==> config.mk <==
export PLATFORM = sky130hd
export DESIGN_NAME = ufc_parser
export DESIGN_NICKNAME = d
export VERILOG_FILES = /design/src/rtl/core/ufc_pkg.sv /design/src/rtl/core/ufc_parser.sv
export VERILOG_INCLUDE_DIRS = /design/src /design/src/rtl/core
export SDC_FILE = /design/constraint.sdc
export NUM_CORES = 1
export LEC_CHECK = 0
export ABC_AREA = 1
export BUFFER_PORTS_ARGS = -buffer_cell sky130_fd_sc_hd__buf_2
export CORE_MARGIN = 5
export CORE_UTILIZATION = 30
export DETAILED_ROUTE_END_ITERATION = 12
export GPL_TIMING_DRIVEN = 0
export REMOVE_ABC_BUFFERS = 1
export SLEW_MARGIN = 20
export SYNTH_ARGS = -nofsm -noshare
export SYNTH_HDL_FRONTEND = slang
export SYNTH_SLANG_ARGS = --single-unit
==> constraint.sdc <==
create_clock -name clk -period 3.1 [get_ports clk]
set_clock_uncertainty 0.05 [all_clocks]
set_input_delay 0.31 -clock clk [delete_from_list [all_inputs] [get_ports clk]]
set_output_delay 0.31 -clock clk [all_outputs]
set_load 0.05 [all_outputs]
==> src/rtl/core/uart_frame_checker_macros.svh <==
// Assertion macros used by the frame checker parser.
`ifndef UART_FRAME_CHECKER_MACROS_SVH
`define UART_FRAME_CHECKER_MACROS_SVH
`ifndef SYNTHESIS
`define UFC_ASSERT(lbl, clk, rst_n, prop) \
  lbl: assert property (@(posedge clk) disable iff (!rst_n) (prop)) \
    else $error("frame checker assertion failed");
`define UFC_ASSERT_NEXT(lbl, clk, rst_n, ante, cons) \
  lbl: assert property (@(posedge clk) disable iff (!rst_n) (ante) |=> (cons)) \
    else $error("frame checker assertion failed");
`else
`define UFC_ASSERT(lbl, clk, rst_n, prop)
`define UFC_ASSERT_NEXT(lbl, clk, rst_n, ante, cons)
`endif
`endif

==> src/rtl/core/ufc_pkg.sv <==
package ufc_pkg;

  typedef enum logic [1:0] {
    PH_HUNT,
    PH_BODY,
    PH_DONE
  } phase_t;

  typedef enum logic [2:0] {
    ST_PHOTO     = 3'd0,
    ST_READY     = 3'd1,
    ST_NOT_READY = 3'd2,
    ST_NO_HEADER = 3'd3,
    ST_TRUNCATED = 3'd4,
    ST_CHECKSUM  = 3'd5,
    ST_INVALID   = 3'd6
  } status_t;

  typedef struct packed {
    logic    valid;
    status_t status;
  } result_t;

  localparam logic [7:0] HDR_0     = 8'h24;
  localparam logic [7:0] HDR_1     = 8'h46;
  localparam logic [7:0] HDR_2     = 8'h47;
  localparam logic [1:0] HDR_LAST  = 2'd2;
  localparam logic [7:0] TYPE_PHOTO = 8'h26;
  localparam logic [7:0] TYPE_HS    = 8'h48;

  function automatic logic [7:0] hdr_byte(input logic [1:0] idx);
    logic [7:0] b;
    case (idx)
      2'd1:    b = HDR_1;
      2'd2:    b = HDR_2;
      default: b = HDR_0;
    endcase
    return b;
  endfunction

endpackage

==> src/rtl/core/ufc_parser.sv <==
`include "uart_frame_checker_macros.svh"

module ufc_parser (
  input  logic             clk,
  input  logic             rst_n,
  input  logic             step,
  input  logic [7:0]       rx_byte,
  input  logic             end_of_buffer,
  input  logic [7:0]       ready_code,
  output ufc_pkg::result_t result
);
  import ufc_pkg::*;

  phase_t     phase_r, phase_nxt;
  logic [1:0] matched_r, matched_nxt;
  logic [8:0] offset_r, offset_nxt;
  logic [7:0] len_r, len_nxt;
  logic [7:0] sum_r, sum_nxt;
  logic [7:0] type_r, type_nxt;
  logic [7:0] data2_r, data2_nxt;
  logic [7:0] len_eff;
  status_t    status;

  always_comb begin
    phase_nxt   = phase_r;
    matched_nxt = matched_r;
    offset_nxt  = offset_r;
    len_nxt     = len_r;
    sum_nxt     = sum_r;
    type_nxt    = type_r;
    data2_nxt   = data2_r;
    len_eff     = (offset_r == 9'd0) ? rx_byte : len_r;
    if (step) begin
      case (phase_r)
        PH_HUNT: begin
          if (rx_byte == hdr_byte(matched_r)) begin
            if (matched_r == HDR_LAST) begin
              phase_nxt   = PH_BODY;
              matched_nxt = 2'd0;
              offset_nxt  = 9'd0;
            end else begin
              matched_nxt = matched_r + 2'd1;
            end
          end else begin
            matched_nxt = (rx_byte == HDR_0) ? 2'd1 : 2'd0;
          end
        end
        PH_BODY: begin
          len_nxt = len_eff;
          if (offset_r == 9'd1) begin
            type_nxt = rx_byte;
          end
          if (offset_r == 9'd2) begin
            data2_nxt = rx_byte;
          end
          if (offset_r < {1'b0, len_eff}) begin
            sum_nxt = sum_r + rx_byte;
          end else if (offset_r == {1'b0, len_eff}) begin
            sum_nxt = sum_r ^ rx_byte;
          end
          if (offset_r == {1'b0, len_eff} + 9'd1) begin
            phase_nxt = PH_DONE;
          end else begin
            offset_nxt = offset_r + 9'd1;
          end
        end
        default: ;
      endcase
    end

    if (phase_nxt == PH_HUNT) begin
      status = ST_NO_HEADER;
    end else if (phase_nxt != PH_DONE) begin
      status = ST_TRUNCATED;
    end else if (sum_nxt != 8'd0) begin
      status = ST_CHECKSUM;
    end else if (type_nxt == TYPE_PHOTO) begin
      status = ST_PHOTO;
    end else if (type_nxt == TYPE_HS) begin
      status = (data2_nxt == ready_code) ? ST_READY : ST_NOT_READY;
    end else begin
      status = ST_INVALID;
    end

    result.valid  = step && end_of_buffer;
    result.status = status;

    if (step && end_of_buffer) begin
      phase_nxt   = PH_HUNT;
      matched_nxt = 2'd0;
      offset_nxt  = 9'd0;
      len_nxt     = 8'd0;
      sum_nxt     = 8'd0;
      type_nxt    = 8'd0;
      data2_nxt   = 8'd0;
    end
  end

  always_ff @(posedge clk) begin
    if (!rst_n) begin
      phase_r   <= PH_HUNT;
      matched_r <= 2'd0;
      offset_r  <= 9'd0;
      len_r     <= 8'd0;
      sum_r     <= 8'd0;
      type_r    <= 8'd0;
      data2_r   <= 8'd0;
    end else begin
      phase_r   <= phase_nxt;
      matched_r <= matched_nxt;
      offset_r  <= offset_nxt;
      len_r     <= len_nxt;
      sum_r     <= sum_nxt;
      type_r    <= type_nxt;
      data2_r   <= data2_nxt;
    end
  end

  `UFC_ASSERT(a_hunt_offset_zero, clk, rst_n, (phase_r != PH_HUNT) || (offset_r == 9'd0))
  `UFC_ASSERT(a_body_no_partial_hdr, clk, rst_n, (phase_r == PH_HUNT) || (matched_r == 2'd0))
  `UFC_ASSERT(a_offset_in_range, clk, rst_n, (offset_r <= ({1'b0, len_r} + 9'd1)))
  `UFC_ASSERT_NEXT(a_last_clears, clk, rst_n, step && end_of_buffer,
                   (phase_r == PH_HUNT) && (sum_r == 8'd0))

endmodule

==> impl_metrics.ini, run 1 <==
[synthesis]
synth_common_cells = nand2_1 (135), inv_1 (81), nor2_1 (56)
synth_flop_cell = dfxtp_1
ys_top_cells_by_area = dfxtp_1 (26%), nand2_1 (14%), inv_1 (8.7%), ha_1 (6.8%), nand3_1 (6.4%)
netlist_area_um2 = 3500
netlist_instances = 545
synth_cell_types = 40
syn_avg_cell_area_um2 = 6.42
synth_top_area_frac = 0.257
synthArstFlopShare = 0
synth_seq_cells = 45
synth_edf_count = 0
yosysMostFrequentCell = nand2_1
yosysTopAreaCell = dfxtp_1
seq_area_frac_synth = 0.257
ys_warn_count = 0

[layout]
seq_area_um2 = 912
nets = 654
area.growth.synth_to_final_pct = 33.5
multiInputGateArea_um2 = 2520
layout-drive-gt1-share = 0.286
fillers = 1164
stdcell_count = 758
final_cell_area_um2 = 4670
antenna_cells = 0

[routing]
via_per_inst = 4.75
first_iter_violations = 204
ant_nets = 0
wl_um = 10000
remaining_drc_errors = 0
dr.pass1.iters = 4
drt-wirelength-per-cell_um = 13.2
vias = 3604

[setup_path]
critPathKind = register to output pin
crit_arrival_ps = 3460
worstSetupEndpointType = output pin
cp_data_required_time_ps = 2740
worst-path-max-fanout = 8
worstSetupStartpointType = register
r2r_slack_ps = -420

[floorplanning]
die_x_um = 118
rows = 39
dieArea_um2 = 13900
start_util = 0.306
dieHeight_um = 118
ioPinCount = 24
fp.coreArea_um2 = 11400

[cts]
root_buffer = clkbuf_16
cts.clk_slew.worst_paths_ps = 70
cts_sinks = 45
clock_tree.buffer_depth = 2
htree_num_levels = 2
worstSkewPairLatency_ps = 290
hold_buffers = 0
cts_buffers = 5
cts_tree = done

[sta]
fin_ws_ps = -717
fin_crit_sh = 1.23
hold_viol = 0
tightest_slew_ps = 822
report.final.slew_viol_count = 0
maxClockFrequency_mhz = 262
grt_setup_unrepaired = yes
setup_violations = 12
min_period_ps = 3820
slew_headroom = 0.450
holdWs_ps = 387

[outcome]
status = complete, but fails checks
failed_checks = negative setup slack

[global_route]
grt_pass1_vias = 3383
use_met2 = 0.231
top_usage_layer = met2
antenna_found_initial = 0
grtUsageMet3 = 0.0192
gr-usage-all-layers = 0.138
grt_pass1_wl_um = 16200
grt.met1_usage = 0.181
overflow = 0
grt_max_degree = 36

[flow_run]
cap_violations = 0

[placement]
dp_hpwl_um = 6600
dp_slack_ps = -1080
gp_congestion = 0.871
port_buffers = 23
placed_area_um2 = 3740
dpl.cell_count = 702

[power_and_ir_drop]
power_leakage_nw = 2.29
irDropWorstVdd_v = 0.000292
power_w = 0.00131
power_density_nw_per_um2 = 280

[worst_hold_path]
hp-class = primary input to register
## power breakdown
group / switching, W / internal (W)
Sequential: 0.000000870 / 0.000578
Combinational: 0.000102 / 0.0000599
Clock: 0.000261 / 0.000308
Total: 0.000363 / 0.000946
## stage by stage
| stage | utilization | TNS [ps] |
|---|---|---|
| after floorplan | - | -1970 |
| after global placement | 0.328 | -7040 |
| after detailed placement | 0.328 | -7260 |
| after CTS | 0.378 | -2250 |
| after global routing | 0.409 | -5190 |
| final | 0.409 | -2850 |
## registers in the layout, indices dropped and copies added, names as in the netlist
register	flops
offset_r	9
data2_r	8
len_r	8
sum_r	8
type_r	8
matched_r	2
phase_r	2
## metal layers
metal / routed length [um] / share of wire
met4: 248 / 0.025
met1: 4430 / 0.44
met2: 4860 / 0.49
met3: 473 / 0.047
met5: 0 / 0
## layout make-up
type | count | area share
inverters | 90 | 0.0745
repair buffers | 71 | 0.119
clock buffers | 5 | 0.0268
flip-flops and latches | 45 | 0.195
clock inverters | 3 | 0.00562
multi-input cells | 401 | 0.540
well taps | 143 | 0.0383
## critical path: stages (launching register included)
cell      delay (ps)
dfxtp_2          330
inv_2             80
ha_4             150
nand2_4           60
nor2_4           180
nand2_8           90
nand2_2           60
o21a_1           150
inv_2             60
ha_4             270
nand3_2           70
nand3b_1         220
nor2_4           240
nand3_2          120
nand3_4          170
nand2_1          110
nand3_2           90
nand2_1           70
nor2_1            90
nand2_1           90
nor2_4           160
nand2_1           70
nand2_1           70
buf_6            150
## path summary, 6_finish.rpt
path,to,startpoint,cells after the start
worst min-delay path,data2_r[2]$_SDFF_PP0_,rx_byte[2],3
worst max register to register,sum_r[7]$_SDFF_PP0_,offset_r[0]$_SDFFE_PP0P_,26
worst min register to register,type_r[4]$_SDFF_PP0_,type_r[4]$_SDFF_PP0_,2
worst max-delay path,result[1],offset_r[0]$_SDFFE_PP0P_,23
## kinds of logic (layout without fill, tap and decap cells)
kind of cell	Yosys count	count (layout)	share of synthesized area
and+or+nand+nor	282	282	0.369
buffers and inverters	99	169	0.111
AOI/OAI and AO/OA	71	71	0.118
DFF	45	45	0.257
xor gates and xnor gates	25	25	0.0626
adders and majority gates	20	20	0.0737
muxes	3	3	0.00858
## timing repair
| item | CTS | global route |
|---|---|---|
| gates resized for setup | 46 | 58 |
| endpoints found under the setup margin | 21 | 14 |
| buffers inserted | 39 | 15 |
| pin swaps | 24 | 31 |
## layout by cell type, fill, tap and decap left out, drive strengths merged
cell type	n
o21bai	3
nor2	64
o211ai	4
mux2i	3
ha	19
or2	2
nand3	48
a21oi	34
and2	1
nor3b	1
clkinv	1
inv	92
nand2	145
dfxtp	45
o22ai	1
nor4	2
xor2	19
nand4	9
o31ai	1
clkbuf	5
o21a	2
nand3b	4
buf	71
o311ai	1
o21ai	25
xnor2	6
fa	1
nor3	6
Power figures use the tool's default switching activity.
==> run 2: changes to the inputs <==
--- a/config.mk
+++ b/config.mk
@@ -9,9 +9,10 @@
 export ABC_AREA = 1
 export BUFFER_PORTS_ARGS = -buffer_cell sky130_fd_sc_hd__buf_2
 export CORE_MARGIN = 5
-export CORE_UTILIZATION = 30
+export CORE_UTILIZATION = 55
 export DETAILED_ROUTE_END_ITERATION = 12
 export GPL_TIMING_DRIVEN = 0
+export PLACE_DENSITY = 0.76
 export REMOVE_ABC_BUFFERS = 1
 export SLEW_MARGIN = 20
 export SYNTH_ARGS = -nofsm -noshare
==> impl_metrics.ini, run 2 (synthesis results as in run 1) <==
[setup_path]
endpoint = result[0]
path_cells = inv_2 > ha_4 > nand2_4 > nor2_4 > nand2_8 > nand2_2 > o21a_1 > inv_2 > ha_4 > nand3_2 > nand3b_1 > nor2_4 > nand2_4 > buf_4 > nand2_1 > nand2_1 > nand2_2 > nand3_2 > nand2_1 > nor2_1 > nand2_1 > nor2_4 > a21oi_1 > buf_4
critPathKind = register to output pin
r2r_end = offset_r[1]$_SDFFE_PP0P_
r2r.worst_path.cells = 22
r2r_slack_ps = -220
cp-startpoint = offset_r[0]$_SDFFE_PP0P_
worstSetupEndpointType = output pin
cp_data_required_time_ps = 2740
rr_startpoint = offset_r[0]$_SDFFE_PP0P_
cp_common_cell = nand2_1
worstSetupStartpointType = register
slowest_stage = dfxtp_2
worst-path-max-fanout = 6
max_stage_delay_ps = 340
crit_arrival_ps = 3490

[routing]
wl_um = 9970
ant_nets = 0
first_iter_violations = 231
vias = 3687
remaining_drc_errors = 0
dr.pass1.iters = 5
via_per_inst = 5.37
drt-wirelength-per-cell_um = 14.5

[layout]
utilization = 0.696
top_register = offset_r
largest_register_ffs = 9
layout-drive-gt1-share = 0.255
stdcell_count = 686
antenna_cells = 0
nets = 648
area.growth.synth_to_final_pct = 24.8
final_common_cell = nand2_1
layout_common_cells = nand2_1 (123), inv_1 (75), nor2_1 (54)
final_cell_area_um2 = 4370

[placement]
port_buffers = 23
dpl.cell_count = 636
gp_congestion = 0.934
placed_area_um2 = 3660
dp_hpwl_um = 6300

[floorplanning]
rows = 29
fp.coreArea_um2 = 6280
dieHeight_um = 89.8
die_x_um = 89.8
ioPinCount = 24
start_util = 0.558
dieArea_um2 = 8060

[cts]
cts.clk_slew.worst_paths_ps = 100
cts_sinks = 45
worstSkewPairLatency_ps = 310
cts_buffers = 5
hold_buffers = 0
cts_tree = done
root_buffer = clkbuf_8
htree_num_levels = 2
clock_tree.buffer_depth = 2

[worst_hold_path]
hp-start = rx_byte[4]
hp-class = primary input to register

[power_and_ir_drop]
power_w = 0.00123
power_leakage_nw = 2.13
irDropWorstVdd_v = 0.000281
power_density_nw_per_um2 = 281

[global_route]
grt_pass1_vias = 3499
grt_pass1_wl_um = 15800
grt_max_degree = 36
overflow = 0
antenna_found_initial = 0
gr-usage-all-layers = 0.234

[outcome]
failed_checks = negative setup slack
status = complete, but fails checks

[sta]
fin_crit_sh = 1.24
min_period_ps = 3850
maxClockFrequency_mhz = 260
tightest_slew_ps = 801
fin_ws_ps = -753
hold_viol = 0
grt_setup_unrepaired = yes
report.final.slew_viol_count = 0
setup_violations = 12
finalSetupTns_ps = -3570
slew_headroom = 0.464

[flow_run]
cap_violations = 0
## run 2: changes by cell type in the layout (fill, tap and decap cells not counted), moves of 6 or more
cell and delta:
a21oi_2 -7, a21oi_1 +7, nand2_4 -7, buf_6 -10, clkbuf_8 +6, nand2_1 +9
## run 2: area by class of cell
cell class / instances / area [um^2]
repair buffers: 65 / 462
flip-flops and latches: 45 / 917
well taps: 77 / 96.3
fillers: 531 / 1910
inverters: 90 / 345
clock inverters: 2 / 41.3
clock buffers: 6 / 82.6
multi-input cells: 401 / 2420
## run 2: timing repair
action / 4_1_cts / 5_1_grt
endpoints found under the setup margin: 20 / 13
pin swaps: 25 / 27
resized for setup: 49 / 20
buffers inserted: 25 / 17
## run 2: metal layers
metal / vias up / wire, um / global-route usage
met5: - / 0 / 0
met4: 0 / 170 / 0.0957
met3: 20 / 702 / 0.0426
met2: 118 / 5000 / 0.405
met1: 1690 / 4100 / 0.282
li1: 1859 / - / -
## run 2: per-stage QoR
stage          hold WS [ps]  worst slack [ps]
2_1_floorplan           410              -750
3_3_place_gp            425             -1100
3_5_place_dp            437             -1110
4_1_cts                 339              -643
5_1_grt                 406              -896
6_report                355              -753
## run 2: power breakdown
| part | internal (W) | leakage (nW) | switching [W] |
|---|---|---|---|
| Sequential | 0.000577 | 0.368 | 0.000000830 |
| Combinational | 0.0000603 | 1.70 | 0.000101 |
| Clock | 0.000268 | 0.0633 | 0.000221 |
| Total | 0.000905 | 2.13 | 0.000323 |
## run 2: how the worst min path moves through the flow
stage | slack, ps | endpoint | cells after the start
floorplan | 410 | type_r[4]$_SDFF_PP0_ | 2
global placement | 430 | sum_r[0]$_SDFF_PP0_ | 2
detailed placement | 440 | sum_r[0]$_SDFF_PP0_ | 2
CTS | 340 | type_r[4]$_SDFF_PP0_ | 3
global route | 410 | type_r[7]$_SDFF_PP0_ | 5
finish | 360 | type_r[4]$_SDFF_PP0_ | 3
## run 2: worst max-delay path, delay by kind of cell, from the launching register on
| family | cells | cell delay (ps) |
|---|---|---|
| compound gates | 2 | 300 |
| flops | 1 | 340 |
| buf+inv | 4 | 530 |
| fa+ha+maj | 2 | 410 |
| simple gates | 16 | 1600 |
==> run 3: changes to the inputs <==
==> constraint.sdc (replaced) <==
create_clock -name clk -period 3.1 [get_ports clk]
set_clock_uncertainty 0.05 [all_clocks]
set_input_delay 0.31 -clock clk [delete_from_list [all_inputs] [get_ports clk]]
set_output_delay 0.31 -clock clk [all_outputs]
set_load 0.01 [all_outputs]
==> impl_metrics.ini, run 3 (synthesis results as in run 1) <==
[floorplanning]
dieHeight_um = 89.8
die_x_um = 89.8
start_util = 0.558
fp.coreArea_um2 = 6280
dieArea_um2 = 8060
rows = 29
ioPinCount = 24

[layout]
nets = 645
largest_register_ffs = 9
top_register = offset_r
fillers = 528
utilization = 0.687
antenna_cells = 0
area.growth.synth_to_final_pct = 23.3
final_cell_area_um2 = 4310
final_common_cell = nand2_1
layout_common_cells = nand2_1 (124), inv_1 (75), nor2_1 (54)
layout-drive-gt1-share = 0.248

[routing]
wl_um = 9870
dr.pass1.iters = 5
drt-wirelength-per-cell_um = 14.5
via_per_inst = 5.34
vias = 3647
remaining_drc_errors = 0
first_iter_violations = 271
ant_nets = 0

[setup_path]
critPathKind = register to output pin
r2r_end = offset_r[1]$_SDFFE_PP0P_
crit_arrival_ps = 3400
r2r.worst_path.cells = 22
slowest_stage = dfxtp_2
critPathBufInv = 4
rr_startpoint = offset_r[0]$_SDFFE_PP0P_
cp_data_required_time_ps = 2740
path_cells = inv_2 > ha_4 > nand2_4 > nor2_4 > nand2_8 > nand2_2 > o21a_1 > inv_2 > ha_4 > nand3_2 > nand3b_1 > nor2_4 > nand2_4 > buf_4 > nand2_1 > nand2_1 > nand2_2 > nand3_2 > nand2_1 > nor2_1 > nand2_1 > nor2_4 > a21oi_1 > buf_2
max_stage_delay_ps = 340
cp_top_family = simple AND/OR/NAND/NOR gates
worstSetupStartpointType = register
cp.depth = 24
worst-path-max-fanout = 6
cp_common_cell = nand2_1
r2r_slack_ps = -210
worstSetupEndpointType = output pin

[power_and_ir_drop]
power_density_nw_per_um2 = 285
irDropWorstVdd_v = 0.000283
p_sw_frac = 0.263
power_switching_w = 0.000324
p_clk_frac = 0.401
p_comb_frac = 0.129
p_int_w = 0.000905
seq_power_share = 0.470
power_leakage_nw = 2.10
power_w = 0.00123

[sta]
setup_violations = 12
grt_setup_unrepaired = yes
min_period_ps = 3760
report.final.slew_viol_count = 0
finalSetupTns_ps = -2950
hold_viol = 0
slew_headroom = 0.494
tightest_slew_ps = 756
fin_ws_ps = -658
maxClockFrequency_mhz = 266
fin_crit_sh = 1.21

[placement]
dp_slack_ps = -976
dp_hpwl_um = 6300
port_buffers = 23
placed_area_um2 = 3660
gp_congestion = 0.934

[cts]
root_buffer = clkbuf_8
cts_tree = done
clock_tree.buffer_depth = 2
htree_num_levels = 2
cts_buffers = 5
cts_sinks = 45
worstSkewPairLatency_ps = 310
cts.clk_slew.worst_paths_ps = 100
hold_buffers = 0

[outcome]
failed_checks = negative setup slack
status = complete, but fails checks

[worst_hold_path]
min_to = type_r[4]$_SDFF_PP0_
hp-start = rx_byte[4]
hold_path_depth = 3
hp-class = primary input to register

[global_route]
gr-usage-all-layers = 0.233
grt_max_degree = 36
grt_pass1_vias = 3491
grt_pass1_wl_um = 15800
antenna_found_initial = 0
overflow = 0

[flow_run]
cap_violations = 0
-- run 3: cell count changes in the layout (fill, tap and decap cells not counted) --
cell     previous run  this run
nand3_1            34        35
nand2_1           123       124
nand2_2            16        15
nand3_2            13        12
buf_4              41        37
buf_2              20        23
buf_6               3         2
buf_12              1         0
-- run 3: area by class of cell --
class,instances,area (um^2),share of cell area
inverters,90,345,0.0800
clock buffers,6,82.6,0.0191
well taps,77,96.3,0.0223
clock inverters,2,41.3,0.00957
repair buffers,62,415,0.0963
flip-flops and latches,45,917,0.213
multi-input cells,401,2420,0.560
-- run 3: power groups by stage --
stage	clock, W	combinational, W	sequential, W
floorplan	0	0.0000853	0.000593
detailed placement	0	0.000130	0.000593
global route	0.000522	0.000173	0.000578
global placement	0	0.000127	0.000593
CTS	0.000493	0.000142	0.000578
finish	0.000492	0.000159	0.000578
-- run 3: worst register-to-register path, stage by stage, from the launching register on --
cell and delay (ps):
dfxtp_2 340, inv_2 80, ha_4 150, nand2_4 50
nor2_4 180, nand2_8 90, buf_4 160, buf_4 160
nand2_1 90, nand2_2 120, ha_4 260, a21oi_1 140
o21ai_1 100, nor3b_2 180, nand3_1 110, nor2_2 160
buf_4 120, nand2_1 50, nand2_1 110, nand2_4 140
buf_4 170, o21ai_1 130, nor2_1 70
-- run 3: worst max path at each step --
stage,to,slack [ps],from
finish,result[0],-660,offset_r[0]$_SDFFE_PP0P_
global route,result[1],-850,offset_r[0]$_SDFFE_PP0P_
CTS,result[1],-590,offset_r[1]$_SDFFE_PP0P_
detailed placement,result[1],-980,offset_r[1]$_SDFFE_PP0P_
global placement,result[1],-970,offset_r[1]$_SDFFE_PP0P_
floorplan,result[1],-220,offset_r[1]$_SDFFE_PP0P_
-- run 3: per-layer routing --
layer | track usage | routed length (um)
met5 | 0 | 0
met4 | 0.0982 | 225
met3 | 0.0426 | 609
met2 | 0.404 | 4960
met1 | 0.280 | 4080
-- run 3: through the flow --
step	hold WS, ps	std cells
after global routing	406	683
final	352	683
after floorplan	410	536
after CTS	339	669
after detailed placement	437	636
after global placement	425	636
-- run 3: timing repair --
action	CTS	global route
resized for setup	45	18
buffers inserted	25	14
pin swaps	25	25
gates cloned	0	0
setup endpoints to repair	20	13
